`config.mk`:
```
export PLATFORM = sky130hd
export DESIGN_NAME = polyphonic_sine_voice_synth
export DESIGN_NICKNAME = d
export VERILOG_FILES = /design/src/rtl/core/psvs_pkg.sv /design/src/rtl/core/psvs_div.sv /design/src/rtl/core/psvs_mul.sv /design/src/rtl/core/polyphonic_sine_voice_synth.sv
export SDC_FILE = /design/constraint.sdc
export NUM_CORES = 2
export LEC_CHECK = 0
export BUFFER_PORTS_ARGS = -buffer_cell sky130_fd_sc_hd__buf_2
export CAP_MARGIN = 15
export CELL_PAD_IN_SITES_DETAIL_PLACEMENT = 1
export CELL_PAD_IN_SITES_GLOBAL_PLACEMENT = 1
export CORE_MARGIN = 8
export CORE_UTILIZATION = 30
export CTS_CLUSTER_SIZE = 10
export DETAILED_ROUTE_END_ITERATION = 10
export PLACE_DENSITY_LB_ADDON = 0.1
export SLEW_MARGIN = 20
export SYNTH_ARGS = -nofsm -noshare
export SYNTH_HDL_FRONTEND = slang
export SYNTH_SLANG_ARGS = --single-unit
```
`constraint.sdc`:
```
create_clock -name clk_i -period 19.1 [get_ports clk_i]
set_input_delay 1.91 -clock clk_i [delete_from_list [all_inputs] [get_ports clk_i]]
set_output_delay 1.91 -clock clk_i [all_outputs]
set_load 0.005 [all_outputs]
```
`src/rtl/core/psvs_pkg.sv`:
```
// ============================================================================
// psvs_pkg
// Shared types, codes and constant tables of the polyphonic sine voice synth.
// ============================================================================
`default_nettype none

package psvs_pkg;

  typedef struct packed {
    logic [2:0] action;
    logic [6:0] note_pitch;
    logic [6:0] note_velocity;
  } item_t;

  typedef struct packed {
    logic signed [15:0] left_sample;
    logic signed [15:0] right_sample;
    logic signed [15:0] mono_sample;
  } result_t;

  // action codes
  localparam logic [2:0] ACT_TICK    = 3'd0;
  localparam logic [2:0] ACT_NOTE_ON = 3'd1;
  localparam logic [2:0] ACT_NOTE_OFF = 3'd2;
  localparam logic [2:0] ACT_ALL_OFF = 3'd3;
  localparam logic [2:0] ACT_RESET   = 3'd4;

  // register indexes
  localparam logic [1:0] CFG_SAMPLE_RATE = 2'd0;
  localparam logic [1:0] CFG_ATTACK      = 2'd1;
  localparam logic [1:0] CFG_RELEASE     = 2'd2;

  localparam logic [17:0] RATE_RESET    = 18'd48000;
  localparam logic [19:0] ATTACK_RESET  = 20'd240;
  localparam logic [19:0] RELEASE_RESET = 20'd4800;

  localparam logic [19:0] ELAPSED_MAX = 20'hFFFFF;
  localparam logic [15:0] ENV_FULL    = 16'd32768;
  localparam logic [5:0]  AMP_RND     = 6'd63;

  // x / 127 as (x * AMP_RECIP) >> AMP_SHIFT, exact for x below 2^22
  localparam logic [22:0] AMP_RECIP = 23'd4227331;
  localparam int          AMP_SHIFT = 29;

  // quarter-wave polynomial, Q16
  localparam logic [16:0] SIN_A = 17'd102944;
  localparam logic [15:0] SIN_B = 16'd42047;
  localparam logic [12:0] SIN_C = 13'd4639;

  // equal-power pan gains, Q15
  localparam logic [14:0] GAIN_NEAR = 15'd30743;
  localparam logic [14:0] GAIN_FAR  = 15'd11342;

  // Q16.16 frequency of MIDI notes 120..131
  function automatic logic [29:0] top_octave(input logic [3:0] k);
    logic [29:0] f;
    unique case (k)
      4'd0:  f = 30'd548668578;
      4'd1:  f = 30'd581294109;
      4'd2:  f = 30'd615859655;
      4'd3:  f = 30'd652480576;
      4'd4:  f = 30'd691279090;
      4'd5:  f = 30'd732384684;
      4'd6:  f = 30'd775934544;
      4'd7:  f = 30'd822074013;
      4'd8:  f = 30'd870957077;
      4'd9:  f = 30'd922746880;
      4'd10: f = 30'd977616265;
      4'd11: f = 30'd1035748353;
      default: f = 30'd0;
    endcase
    return f;
  endfunction

  // note / 12 by reciprocal, exact for 0..127
  function automatic logic [3:0] note_octave(input logic [6:0] p);
    logic [14:0] m;
    m = 15'(p) * 15'd171;
    return m[14:11];
  endfunction

endpackage

`default_nettype wire

```
`src/rtl/core/psvs_div.sv`:
```
// ============================================================================
// psvs_div
// Restoring divider, one quotient bit per cycle, unsigned.
// ============================================================================
`default_nettype none

module psvs_div #(
  parameter int NUM_W = 47,
  parameter int DEN_W = 20
) (
  input  wire logic             clk_i,
  input  wire logic             rst_ni,
  input  wire logic             start_i,
  input  wire logic [NUM_W-1:0] num_i,
  input  wire logic [DEN_W-1:0] den_i,
  output logic                  busy_o,
  output logic                  done_o,
  output logic [NUM_W-1:0]      quot_o
);

  localparam int CNT_W = $clog2(NUM_W + 1);

  logic [NUM_W-1:0] quot_q;
  logic [DEN_W-1:0] rem_q, den_q;
  logic [CNT_W-1:0] cnt_q;
  logic             busy_q, done_q;

  logic [DEN_W:0]   rem_sh;
  logic [DEN_W+1:0] diff;
  logic             ge;

  assign rem_sh = {rem_q, quot_q[NUM_W-1]};
  assign diff   = {1'b0, rem_sh} - {2'b00, den_q};
  assign ge     = ~diff[DEN_W+1];

  always_ff @(posedge clk_i or negedge rst_ni) begin
    if (!rst_ni) begin
      busy_q <= 1'b0;
      done_q <= 1'b0;
      cnt_q  <= '0;
      quot_q <= '0;
      rem_q  <= '0;
      den_q  <= '0;
    end else begin
      done_q <= 1'b0;
      if (start_i) begin
        busy_q <= 1'b1;
        cnt_q  <= CNT_W'(NUM_W);
        quot_q <= num_i;
        rem_q  <= '0;
        den_q  <= den_i;
      end else if (busy_q) begin
        rem_q  <= ge ? diff[DEN_W-1:0] : rem_sh[DEN_W-1:0];
        quot_q <= {quot_q[NUM_W-2:0], ge};
        cnt_q  <= cnt_q - 1'b1;
        if (cnt_q == CNT_W'(1)) begin
          busy_q <= 1'b0;
          done_q <= 1'b1;
        end
      end
    end
  end

  assign busy_o = busy_q;
  assign done_o = done_q;
  assign quot_o = quot_q;

endmodule

`default_nettype wire

```
`src/rtl/core/psvs_mul.sv`:
```
// ============================================================================
// psvs_mul
// Shared unsigned multiplier with a registered product.
// ============================================================================
`default_nettype none

module psvs_mul #(
  parameter int A_W = 32,
  parameter int B_W = 20
) (
  input  wire logic               clk_i,
  input  wire logic [A_W-1:0]     a_i,
  input  wire logic [B_W-1:0]     b_i,
  output logic [A_W+B_W-1:0]      p_o
);

  logic [A_W+B_W-1:0] p_q;

  always_ff @(posedge clk_i) begin
    p_q <= (A_W+B_W)'(a_i) * (A_W+B_W)'(b_i);
  end

  assign p_o = p_q;

endmodule

`default_nettype wire

```
`src/rtl/core/polyphonic_sine_voice_synth.sv`:
```
// ============================================================================
// polyphonic_sine_voice_synth
// Polyphonic sine synth: note-on/off with round-robin steal, tick -> sample.
// ============================================================================
// Tick: sounding voices are worked through in turn, idle ones skipped, and
//   NUM_W = max(PHASE_BITS+15, 36) is the width of the one-bit-per-cycle
//   divider, which with the one multiplier does the multiplies and divides.
// Note-on restarts or allocates a voice; note-off may wait on the divider.
// All-off and reset actions finish in the accepting cycle.
// One transaction at a time: busy is high until the item is done. The result
//   strobe lasts one cycle and cannot be held off.
// Reset clears the voices, round-robin index and registers to their defaults.
`default_nettype none

module polyphonic_sine_voice_synth #(
  parameter int MAX_VOICES       = 8,
  parameter int PHASE_BITS       = 32,
  parameter int SINE_TABLE_DEPTH = 1024
) (
  input  wire logic             clk_i,
  input  wire logic             rst_ni,
  input  wire logic             start,
  output logic                  busy,
  input  wire psvs_pkg::item_t  item_i,
  output logic                  strobe_o,
  output psvs_pkg::result_t     result_o,
  input  wire logic             cfg_we_i,
  input  wire logic [1:0]       cfg_idx_i,
  input  wire logic [19:0]      cfg_data_i
);

  localparam int VI_W  = (MAX_VOICES > 1) ? $clog2(MAX_VOICES) : 1;
  localparam int CNT_W = $clog2(MAX_VOICES + 1);
  localparam int TAB_W = $clog2(SINE_TABLE_DEPTH);
  localparam int MA_W  = (PHASE_BITS > 23) ? PHASE_BITS : 23;
  localparam int MB_W  = 23;
  localparam int MP_W  = MA_W + MB_W;
  localparam int NUM_W = (PHASE_BITS + 15 > 36) ? PHASE_BITS + 15 : 36;
  localparam int DEN_W = 20;
  localparam int ACC_W = 32 + $clog2(MAX_VOICES);

  typedef enum logic [4:0] {
    S_IDLE, S_ON_SCAN, S_ON_ALLOC, S_OFF_SCAN, S_OFF_LATCH, S_DIV_WAIT,
    S_T_CHK, S_T_RDIV, S_T_ENV, S_T_AMP, S_T_AMPD, S_T_AMPQ,
    S_T_TURN, S_T_Z2, S_T_INNER, S_T_MID, S_T_Y, S_T_VAL, S_T_GL, S_T_GR,
    S_T_INC, S_T_UPD, S_T_OUT
  } state_e;

  // --- configuration registers ---
  logic [17:0] rate_q;
  logic [19:0] attack_q, release_q;

  always_ff @(posedge clk_i or negedge rst_ni) begin
    if (!rst_ni) begin
      rate_q    <= psvs_pkg::RATE_RESET;
      attack_q  <= psvs_pkg::ATTACK_RESET;
      release_q <= psvs_pkg::RELEASE_RESET;
    end else if (cfg_we_i) begin
      unique case (cfg_idx_i)
        psvs_pkg::CFG_SAMPLE_RATE: rate_q    <= cfg_data_i[17:0];
        psvs_pkg::CFG_ATTACK:      attack_q  <= cfg_data_i;
        psvs_pkg::CFG_RELEASE:     release_q <= cfg_data_i;
        default: ;
      endcase
    end
  end

  // --- voice state, one entry per voice ---
  logic                  act_q   [MAX_VOICES];
  logic [6:0]            pitch_q [MAX_VOICES];
  logic [6:0]            vel_q   [MAX_VOICES];
  logic [PHASE_BITS-1:0] phase_q [MAX_VOICES];
  logic                  pan_q   [MAX_VOICES];
  logic [19:0]           el_q    [MAX_VOICES];
  logic                  rel_q   [MAX_VOICES];
  logic [15:0]           lvl_q   [MAX_VOICES];
  logic [VI_W-1:0]       rr_q;

  // --- sequencer and working registers ---
  state_e            state_q, ret_q;
  logic [CNT_W-1:0]  vi_q;
  logic [6:0]        p_in_q, v_in_q;
  logic              free_found_q;
  logic [VI_W-1:0]   free_idx_q;
  logic [15:0]       env_q, amp_q;
  logic [1:0]        quad_q;
  logic [14:0]       z_q, z2_q, val_q;
  logic              neg_q;
  logic signed [ACC_W-1:0] acc_l_q, acc_r_q, acc_m_q;
  logic              strobe_q;
  psvs_pkg::result_t result_q;

  // --- shared units ---
  logic [MA_W-1:0]  mul_a;
  logic [MB_W-1:0]  mul_b;
  logic [MP_W-1:0]  prod;
  logic             div_start, div_busy, div_done;
  logic [NUM_W-1:0] div_num, div_quot;
  logic [DEN_W-1:0] div_den;

  psvs_mul #(.A_W(MA_W), .B_W(MB_W)) u_mul (
    .clk_i (clk_i),
    .a_i   (mul_a),
    .b_i   (mul_b),
    .p_o   (prod)
  );

  psvs_div #(.NUM_W(NUM_W), .DEN_W(DEN_W)) u_div (
    .clk_i   (clk_i),
    .rst_ni  (rst_ni),
    .start_i (div_start),
    .num_i   (div_num),
    .den_i   (div_den),
    .busy_o  (div_busy),
    .done_o  (div_done),
    .quot_o  (div_quot)
  );

  // --- current voice view ---
  logic [VI_W-1:0] cur;
  logic            at_end;
  logic [19:0]     cur_el;
  logic            cur_pan;
  assign cur     = vi_q[VI_W-1:0];
  assign at_end  = (vi_q == CNT_W'(MAX_VOICES));
  assign cur_el  = el_q[cur];
  assign cur_pan = pan_q[cur];

  // phase increment numerator: note frequency scaled to a phase step
  logic [3:0]       oct;
  logic [6:0]       semi;
  logic [29:0]      fq;
  logic [17:0]      rate_eff;
  logic [NUM_W-1:0] inc_num;
  assign oct      = psvs_pkg::note_octave(pitch_q[cur]);
  assign semi     = pitch_q[cur] - 7'(7'(oct) * 7'd12);
  assign fq       = psvs_pkg::top_octave(semi[3:0]) >> (4'd10 - oct);
  assign rate_eff = (rate_q == '0) ? 18'd1 : rate_q;
  assign inc_num  = (NUM_W'(fq) << (PHASE_BITS - 16)) + NUM_W'(rate_eff >> 1);

  // rounded velocity * envelope, ready for the divide by 127
  logic [22:0] amp_num;
  assign amp_num = 23'(prod[21:0]) + 23'(psvs_pkg::AMP_RND);

  // sine polynomial steps, each off the registered product
  logic [15:0] inner;
  logic [16:0] mid;
  logic [14:0] y_sat;
  logic [14:0] val_now;
  logic [15:0] turn;
  logic [31:0] val_rnd;
  assign inner   = psvs_pkg::SIN_B - prod[29:14];
  assign mid     = psvs_pkg::SIN_A - {1'b0, prod[29:14]};
  assign y_sat   = prod[30] ? 15'h7FFF : prod[29:15];
  assign val_rnd = prod[31:0] + 32'd32768;
  assign val_now = val_rnd[30:16];
  // table depth is a power of two, so the turn is the table step shifted up
  assign turn    = 16'(prod[PHASE_BITS +: TAB_W]) << (16 - TAB_W);

  logic signed [ACC_W-1:0] term;
  assign term = neg_q ? -$signed(ACC_W'(prod[29:0])) : $signed(ACC_W'(prod[29:0]));

  // operand selection for the multiplier and divider
  always_comb begin
    mul_a     = '0;
    mul_b     = '0;
    div_start = 1'b0;
    div_num   = '0;
    div_den   = '0;
    unique case (state_q)
      S_T_CHK: begin
        mul_a = MA_W'(lvl_q[cur]);
        mul_b = MB_W'(release_q - cur_el);
        if (!at_end && act_q[cur] && !rel_q[cur] && (cur_el < attack_q)) begin
          div_start = 1'b1;
        end
        div_num = NUM_W'(cur_el) << 15;
        div_den = attack_q;
      end
      S_OFF_SCAN: begin
        if (!at_end && act_q[cur] && (pitch_q[cur] == p_in_q) && !rel_q[cur] &&
            (cur_el < attack_q)) begin
          div_start = 1'b1;
        end
        div_num = NUM_W'(cur_el) << 15;
        div_den = attack_q;
      end
      S_T_RDIV: begin
        div_start = 1'b1;
        div_num   = NUM_W'(prod[35:0]);
        div_den   = release_q;
      end
      S_T_AMP: begin
        mul_a = MA_W'(vel_q[cur]);
        mul_b = MB_W'(env_q);
      end
      S_T_AMPD: begin
        mul_a = MA_W'(amp_num);
        mul_b = MB_W'(psvs_pkg::AMP_RECIP);
      end
      S_T_AMPQ: begin
        mul_a = MA_W'(phase_q[cur]);
        mul_b = MB_W'(SINE_TABLE_DEPTH);
      end
      S_T_Z2: begin
        mul_a = MA_W'(z_q);
        mul_b = MB_W'(z_q);
      end
      S_T_INNER: begin
        mul_a = MA_W'(prod[28:14]);
        mul_b = MB_W'(psvs_pkg::SIN_C);
      end
      S_T_MID: begin
        mul_a = MA_W'(z2_q);
        mul_b = MB_W'(inner);
      end
      S_T_Y: begin
        mul_a = MA_W'(z_q);
        mul_b = MB_W'(mid);
      end
      S_T_VAL: begin
        mul_a = MA_W'(amp_q);
        mul_b = MB_W'(y_sat);
      end
      S_T_GL: begin
        mul_a = MA_W'(val_now);
        mul_b = MB_W'(cur_pan ? psvs_pkg::GAIN_FAR : psvs_pkg::GAIN_NEAR);
      end
      S_T_GR: begin
        mul_a = MA_W'(val_q);
        mul_b = MB_W'(cur_pan ? psvs_pkg::GAIN_NEAR : psvs_pkg::GAIN_FAR);
      end
      S_T_INC: begin
        div_start = 1'b1;
        div_num   = inc_num;
        div_den   = DEN_W'(rate_eff);
      end
      default: ;
    endcase
  end

  // note-on target voice: first free one, else the round-robin victim
  logic [VI_W-1:0] slot;
  assign slot = free_found_q ? free_idx_q : rr_q;

  // divide by 2^sh truncating toward zero, then clamp to 16 bits
  function automatic logic signed [15:0] scale_sat(input logic signed [ACC_W-1:0] a,
                                                   input logic sh16);
    logic signed [ACC_W-1:0] q;
    logic                    frac;
    q    = sh16 ? (a >>> 16) : (a >>> 15);
    frac = sh16 ? (a[15:0] != '0) : (a[14:0] != '0);
    if (a[ACC_W-1] && frac) begin
      q = q + ACC_W'(1);
    end
    if (q > $signed(ACC_W'(32767))) begin
      return 16'sh7FFF;
    end else if (q < -$signed(ACC_W'(32768))) begin
      return 16'sh8000;
    end
    return q[15:0];
  endfunction

  // --- sequencer ---
  always_ff @(posedge clk_i or negedge rst_ni) begin
    if (!rst_ni) begin
      state_q      <= S_IDLE;
      ret_q        <= S_IDLE;
      vi_q         <= '0;
      rr_q         <= '0;
      p_in_q       <= '0;
      v_in_q       <= '0;
      free_found_q <= 1'b0;
      free_idx_q   <= '0;
      env_q        <= '0;
      amp_q        <= '0;
      quad_q       <= '0;
      z_q          <= '0;
      z2_q         <= '0;
      val_q        <= '0;
      neg_q        <= 1'b0;
      acc_l_q      <= '0;
      acc_r_q      <= '0;
      acc_m_q      <= '0;
      strobe_q     <= 1'b0;
      result_q     <= '0;
      for (int i = 0; i < MAX_VOICES; i++) begin
        act_q[i]   <= 1'b0;
        pitch_q[i] <= '0;
        vel_q[i]   <= '0;
        phase_q[i] <= '0;
        pan_q[i]   <= 1'b0;
        el_q[i]    <= '0;
        rel_q[i]   <= 1'b0;
        lvl_q[i]   <= '0;
      end
    end else begin
      strobe_q <= 1'b0;
      unique case (state_q)
        S_IDLE: begin
          if (start) begin
            p_in_q       <= item_i.note_pitch;
            v_in_q       <= item_i.note_velocity;
            vi_q         <= '0;
            free_found_q <= 1'b0;
            unique case (item_i.action)
              psvs_pkg::ACT_TICK: begin
                acc_l_q <= '0;
                acc_r_q <= '0;
                acc_m_q <= '0;
                state_q <= S_T_CHK;
              end
              psvs_pkg::ACT_NOTE_ON:  state_q <= S_ON_SCAN;
              psvs_pkg::ACT_NOTE_OFF: state_q <= S_OFF_SCAN;
              psvs_pkg::ACT_ALL_OFF: begin
                for (int i = 0; i < MAX_VOICES; i++) act_q[i] <= 1'b0;
              end
              psvs_pkg::ACT_RESET: begin
                for (int i = 0; i < MAX_VOICES; i++) act_q[i] <= 1'b0;
                rr_q <= '0;
              end
              default: ;
            endcase
          end
        end

        // legato restart of a sounding voice, else note the first free one
        S_ON_SCAN: begin
          if (at_end) begin
            state_q <= S_ON_ALLOC;
          end else if (act_q[cur] && (pitch_q[cur] == p_in_q)) begin
            vel_q[cur]   <= v_in_q;
            phase_q[cur] <= '0;
            el_q[cur]    <= '0;
            rel_q[cur]   <= 1'b0;
            lvl_q[cur]   <= '0;
            state_q      <= S_IDLE;
          end else begin
            if (!act_q[cur] && !free_found_q) begin
              free_found_q <= 1'b1;
              free_idx_q   <= cur;
            end
            vi_q <= vi_q + 1'b1;
          end
        end

        S_ON_ALLOC: begin
          pitch_q[slot] <= p_in_q;
          pan_q[slot]   <= rr_q[0];
          act_q[slot]   <= 1'b1;
          vel_q[slot]   <= v_in_q;
          phase_q[slot] <= '0;
          el_q[slot]    <= '0;
          rel_q[slot]   <= 1'b0;
          lvl_q[slot]   <= '0;
          rr_q          <= (rr_q == VI_W'(MAX_VOICES - 1)) ? '0 : rr_q + 1'b1;
          state_q       <= S_IDLE;
        end

        // release latches the present attack level and restarts the count
        S_OFF_SCAN: begin
          if (at_end) begin
            state_q <= S_IDLE;
          end else if (act_q[cur] && (pitch_q[cur] == p_in_q) && !rel_q[cur]) begin
            if (cur_el < attack_q) begin
              ret_q   <= S_OFF_LATCH;
              state_q <= S_DIV_WAIT;
            end else begin
              lvl_q[cur] <= psvs_pkg::ENV_FULL;
              rel_q[cur] <= 1'b1;
              el_q[cur]  <= '0;
              state_q    <= S_IDLE;
            end
          end else begin
            vi_q <= vi_q + 1'b1;
          end
        end

        S_OFF_LATCH: begin
          lvl_q[cur] <= div_quot[15:0];
          rel_q[cur] <= 1'b1;
          el_q[cur]  <= '0;
          state_q    <= S_IDLE;
        end

        S_DIV_WAIT: begin
          if (div_done) begin
            state_q <= ret_q;
          end
        end

        // per-voice envelope
        S_T_CHK: begin
          if (at_end) begin
            state_q <= S_T_OUT;
          end else if (!act_q[cur]) begin
            vi_q <= vi_q + 1'b1;
          end else if (rel_q[cur]) begin
            if (cur_el >= release_q) begin
              act_q[cur] <= 1'b0;
              vi_q       <= vi_q + 1'b1;
            end else begin
              state_q <= S_T_RDIV;
            end
          end else if (cur_el < attack_q) begin
            ret_q   <= S_T_ENV;
            state_q <= S_DIV_WAIT;
          end else begin
            env_q   <= psvs_pkg::ENV_FULL;
            state_q <= S_T_AMP;
          end
        end

        S_T_RDIV: begin
          ret_q   <= S_T_ENV;
          state_q <= S_DIV_WAIT;
        end

        S_T_ENV: begin
          env_q   <= div_quot[15:0];
          state_q <= S_T_AMP;
        end

        S_T_AMP:  state_q <= S_T_AMPD;
        S_T_AMPD: state_q <= S_T_AMPQ;

        // amplitude from the reciprocal product
        S_T_AMPQ: begin
          amp_q   <= prod[psvs_pkg::AMP_SHIFT +: 16];
          state_q <= S_T_TURN;
        end

        // turn -> quadrant and folded angle
        S_T_TURN: begin
          quad_q  <= turn[15:14];
          z_q     <= turn[14] ? (15'd16384 - {1'b0, turn[13:0]})
                              : {1'b0, turn[13:0]};
          state_q <= S_T_Z2;
        end

        S_T_Z2:    state_q <= S_T_INNER;

        S_T_INNER: begin
          z2_q    <= prod[28:14];
          state_q <= S_T_MID;
        end

        S_T_MID:   state_q <= S_T_Y;
        S_T_Y:     state_q <= S_T_VAL;

        S_T_VAL: begin
          neg_q   <= quad_q[1];
          state_q <= S_T_GL;
        end

        S_T_GL: begin
          val_q   <= val_now;
          state_q <= S_T_GR;
        end

        S_T_GR: begin
          acc_l_q <= acc_l_q + term;
          acc_m_q <= acc_m_q + term;
          state_q <= S_T_INC;
        end

        S_T_INC: begin
          acc_r_q <= acc_r_q + term;
          acc_m_q <= acc_m_q + term;
          ret_q   <= S_T_UPD;
          state_q <= S_DIV_WAIT;
        end

        S_T_UPD: begin
          phase_q[cur] <= phase_q[cur] + div_quot[PHASE_BITS-1:0];
          if (cur_el != psvs_pkg::ELAPSED_MAX) begin
            el_q[cur] <= cur_el + 1'b1;
          end
          vi_q    <= vi_q + 1'b1;
          state_q <= S_T_CHK;
        end

        S_T_OUT: begin
          result_q.left_sample  <= scale_sat(acc_l_q, 1'b0);
          result_q.right_sample <= scale_sat(acc_r_q, 1'b0);
          result_q.mono_sample  <= scale_sat(acc_m_q, 1'b1);
          strobe_q              <= 1'b1;
          state_q               <= S_IDLE;
        end

        default: state_q <= S_IDLE;
      endcase
    end
  end

  assign busy     = (state_q != S_IDLE);
  assign strobe_o = strobe_q;
  assign result_o = result_q;

  // --- assertions ---
  a_strobe_idle: assert property (@(posedge clk_i) disable iff (!rst_ni)
    strobe_o |-> !busy)
    else $error("result strobe while busy");

  a_tick_busy: assert property (@(posedge clk_i) disable iff (!rst_ni)
    (start && !busy && (item_i.action == psvs_pkg::ACT_TICK)) |=> busy)
    else $error("tick accepted without going busy");

  a_strobe_src: assert property (@(posedge clk_i) disable iff (!rst_ni)
    strobe_o |-> ($past(state_q) == S_T_OUT))
    else $error("strobe not from output step");

  a_rr_range: assert property (@(posedge clk_i) disable iff (!rst_ni)
    rr_q <= VI_W'(MAX_VOICES - 1))
    else $error("round-robin index out of range");

  a_div_idle: assert property (@(posedge clk_i) disable iff (!rst_ni)
    div_start |-> !div_busy)
    else $error("divider restarted while busy");

endmodule

`default_nettype wire
```
==> impl_metrics.ini <==
[synth]
netlist.top_cell.by_area = dfrtp_1
synthesis.yosys.warnings = 0
synth_most_common_cell = dfrtp_1
synth_commonest_cells = 1078 x dfrtp_1, 900 x nand2_1, 828 x inv_1, 599 x fa_1, 534 x a22o_1
number_of_flops_mapped_to_enable_cells_by_yosys = 0
postSynthCellCount = 8417
synth_sequential_area_ratio_pct = 34.2
synth-seq-cells = 1138
synth_area_mm2 = 0.0826
post_synth_main_area_contributors = dfrtp_1 33%, fa_1 15%, ha_1 5.8%
post_synth_cell_types = 111
async_flop_share_pct = 96.0
area_share_of_the_leading_cell_type_in_the_synthesized_netlist_pct = 32.7
synth_flop_cell = dfrtp_1
syn-mean-instance-area_um2 = 9.81

[routing]
post_drt_via_cell_ratio = 5.47
via_count = 67627
route.detailed.wl_per_inst_um = 27.2
drt-pass1-iter-count = 6
route.detailed.drc = 0
detailed_router_s_first_iteration_violation_count = 4650
finalWirelength_mm = 336
antenna_violating_nets_post_route = 0

[die]
placementRows = 192
initial_core_util_pct = 30.2
floorplan.die.width_um = 541
num_io_pins = 93
design.die.area_mm2 = 0.292
placeableCoreArea_mm2 = 0.274
floorplan.die.height_um = 541

[clock_network]
h-tree-depth = 4
clock-root-buffer = clkbuf_16
worst_setup_hold_path_clk_slew_ns = 0.06
clock_latency_ns = 0.83
clock_path_buffers = 4
tritoncts = built
post-cts-setup-buffer-count = 0
cts_repair_resize_count = 0
cts.sink_count = 1138
hold_buffers = 0
cts_made_buffers = 153

[timing]
rsz_0062_raised_after_global_routing = no
report.final.hold_viol_count = 0
setup_viol_count_final = 0
actual_transition_at_the_worst_max_transition_pin_ns = 1.31
finalClockSkew_ns = 0.106
period_share_pct = 74.4
finalMaxSlewViolations = 0
min_period_ns = 14.20
tns_ns = 0
maxClockFrequency_mhz = 70.4
max-slew-margin-rel_pct = 12.0

[critical_path]
critical_path.n_buffers_inverters = 6
critical_path.most_common_cell = fa_1
critical-path-max-stage-delay_ns = 0.88
cp_slowest_cell = a311oi_1
critPathLaunchType = flop
worst-setup-path-type = flop to flop
crit_family = adder cells
path_max_fanout = 46
critical_path.endpoint_type = flop
worst-endpoint-required_ns = 19.82
timing.critical_path.arrival_ns = 14.92

[global_routing]
first_pass_grt_wire_length_mm = 504
vias_in_the_first_global_route = 72745
grt.total_usage_pct = 22.6
antenna_found_initial = 23
overflow = 0
grt_start_max_net_pins = 163

[hold_path]
tightest_hold_check_type = flop to flop

[cells_and_area]
final_layout_size_suffix_gt1_share_pct = 10.4
area_growth_from_synthesis_to_layout_pct = 12.9
fin_nets = 9708
fillers = 31047

[run]
max-cap-violations = 0

[placed_design]
dp.final_hpwl_mm = 240
gp_congestion = 0.863
io_buffers = 92

[status]
status = complete, no violations
==> area by class of cell <==
type                            count  area [um^2]  share of cell area, %
Clock inverter                     22          221                  0.237
Tap cell                         3589         4490                   4.81
Multi-Input combinational cell   6228        50600                   54.3
Antenna cell                       12         30.0                 0.0322
Sequential cell                  1138        28300                   30.3
Clock buffer                      214         4260                   4.57
Timing Repair Buffer              319         2220                   2.38
Inverter                          840         3150                   3.38
==> state kept, by name, summed over array words and instances (netlist names), 16 cells and up <==
register and cells:
attack_q 20, acc_m_q 35, u_div.rem_q 20, release_q 20, amp_q 16, result_o 48
el_q 160, rate_q 18, u_mul.p_o 45, vel_q 56, pitch_q 56, u_div.den_q 20
lvl_q 128, acc_r_q 35, phase_q 256, u_div.quot_o 47, acc_l_q 35, env_q 16
==> metrics by stage <==
step / area (um^2) / setup WS (ns) / hold WS, ns / cells / utilization [%]
floorplan: 83600 / 7.94 / 0.398 / 8678 / -
global placement: 88700 / 4.83 / 0.420 / 12114 / 32.4
detailed placement: 88700 / 5.02 / 0.418 / 12114 / 32.4
CTS: 93200 / 5.04 / 0.427 / 12350 / 34.0
global route: 93300 / 4.43 / 0.458 / 12354 / 34.1
finish: 93300 / 4.90 / 0.417 / 12362 / 34.1
==> worst reg2reg max path: cells and delay by family, from the launching register on <==
family | cells | cell delay, ns
fa+ha+maj | 10 | 4.52
simple gates | 11 | 3.60
compound gates | 15 | 4.00
buf+inv | 6 | 1.13
flops | 1 | 0.77
xor+xnor | 1 | 0.12
==> cell families (layout without fill, tap and decap cells) <==
group / after synthesis / in the layout / share of synthesized area [%]
muxes: 302 / 302 / 4.44
other: 2 / 275 / 0.00909
DFF: 1138 / 1138 / 34.2
and+or+nand+nor: 2080 / 2080 / 11.5
xor gates and xnor gates: 357 / 357 / 3.79
AOI/OAI and AO/OA: 2240 / 2240 / 19.5
buffers and inverters: 1312 / 1395 / 6.11
adders and majority gates: 986 / 986 / 20.4
==> worst paths after layout <==
kind | depth (start not counted) | start | endpoint | slack [ns]
worst min register to register | 2 | u_mul.p_o[43] | amp_q[14] | 0.42
worst max register to register | 43 | vi_q[2] | u_mul.p_o[44] | 4.90
worst min-delay path | 2 | u_mul.p_o[43] | amp_q[14] | 0.42
min in group asynchronous | 1 | rst_ni | result_o[9] | 1.11
max in group asynchronous | 5 | rst_ni | lvl_q[51] | 14.38
worst max-delay path | 43 | vi_q[2] | u_mul.p_o[44] | 4.90
==> layer usage <==
| layer | GRT usage [%] | part of all wire, % | wire (um) |
|---|---|---|---|
| met5 | 0 | 0 | 0 |
| met4 | 6.75 | 3.4 | 11300 |
| met3 | 2.63 | 4.6 | 15600 |
| met2 | 36.5 | 46 | 155000 |
| met1 | 31.9 | 46 | 154000 |
==> cell usage in the layout, fill, tap and decap left out, types with 70 or more instances in the layout <==
cell          n
xor2_1      134
mux2i_1      73
o211ai_1     70
ha_1        386
xnor2_1     215
a21o_1      115
dfrtp_1    1074
o21a_1       84
mux2_2      196
nor2_1      403
nor3_1       99
nand3_1     148
o21ai_0     409
buf_2        91
nand4_1      80
nand2b_1     71
inv_1       828
nand2_1     899
a221oi_1     70
a22o_1      534
a21oi_1     285
a22oi_1     249
buf_4       222
conb_1      263
clkbuf_16   155
fa_1        599
Power is left out: the tool's default activity adds up to more than one toggle a clock period on the data nets, which glitch-free logic cannot reach.
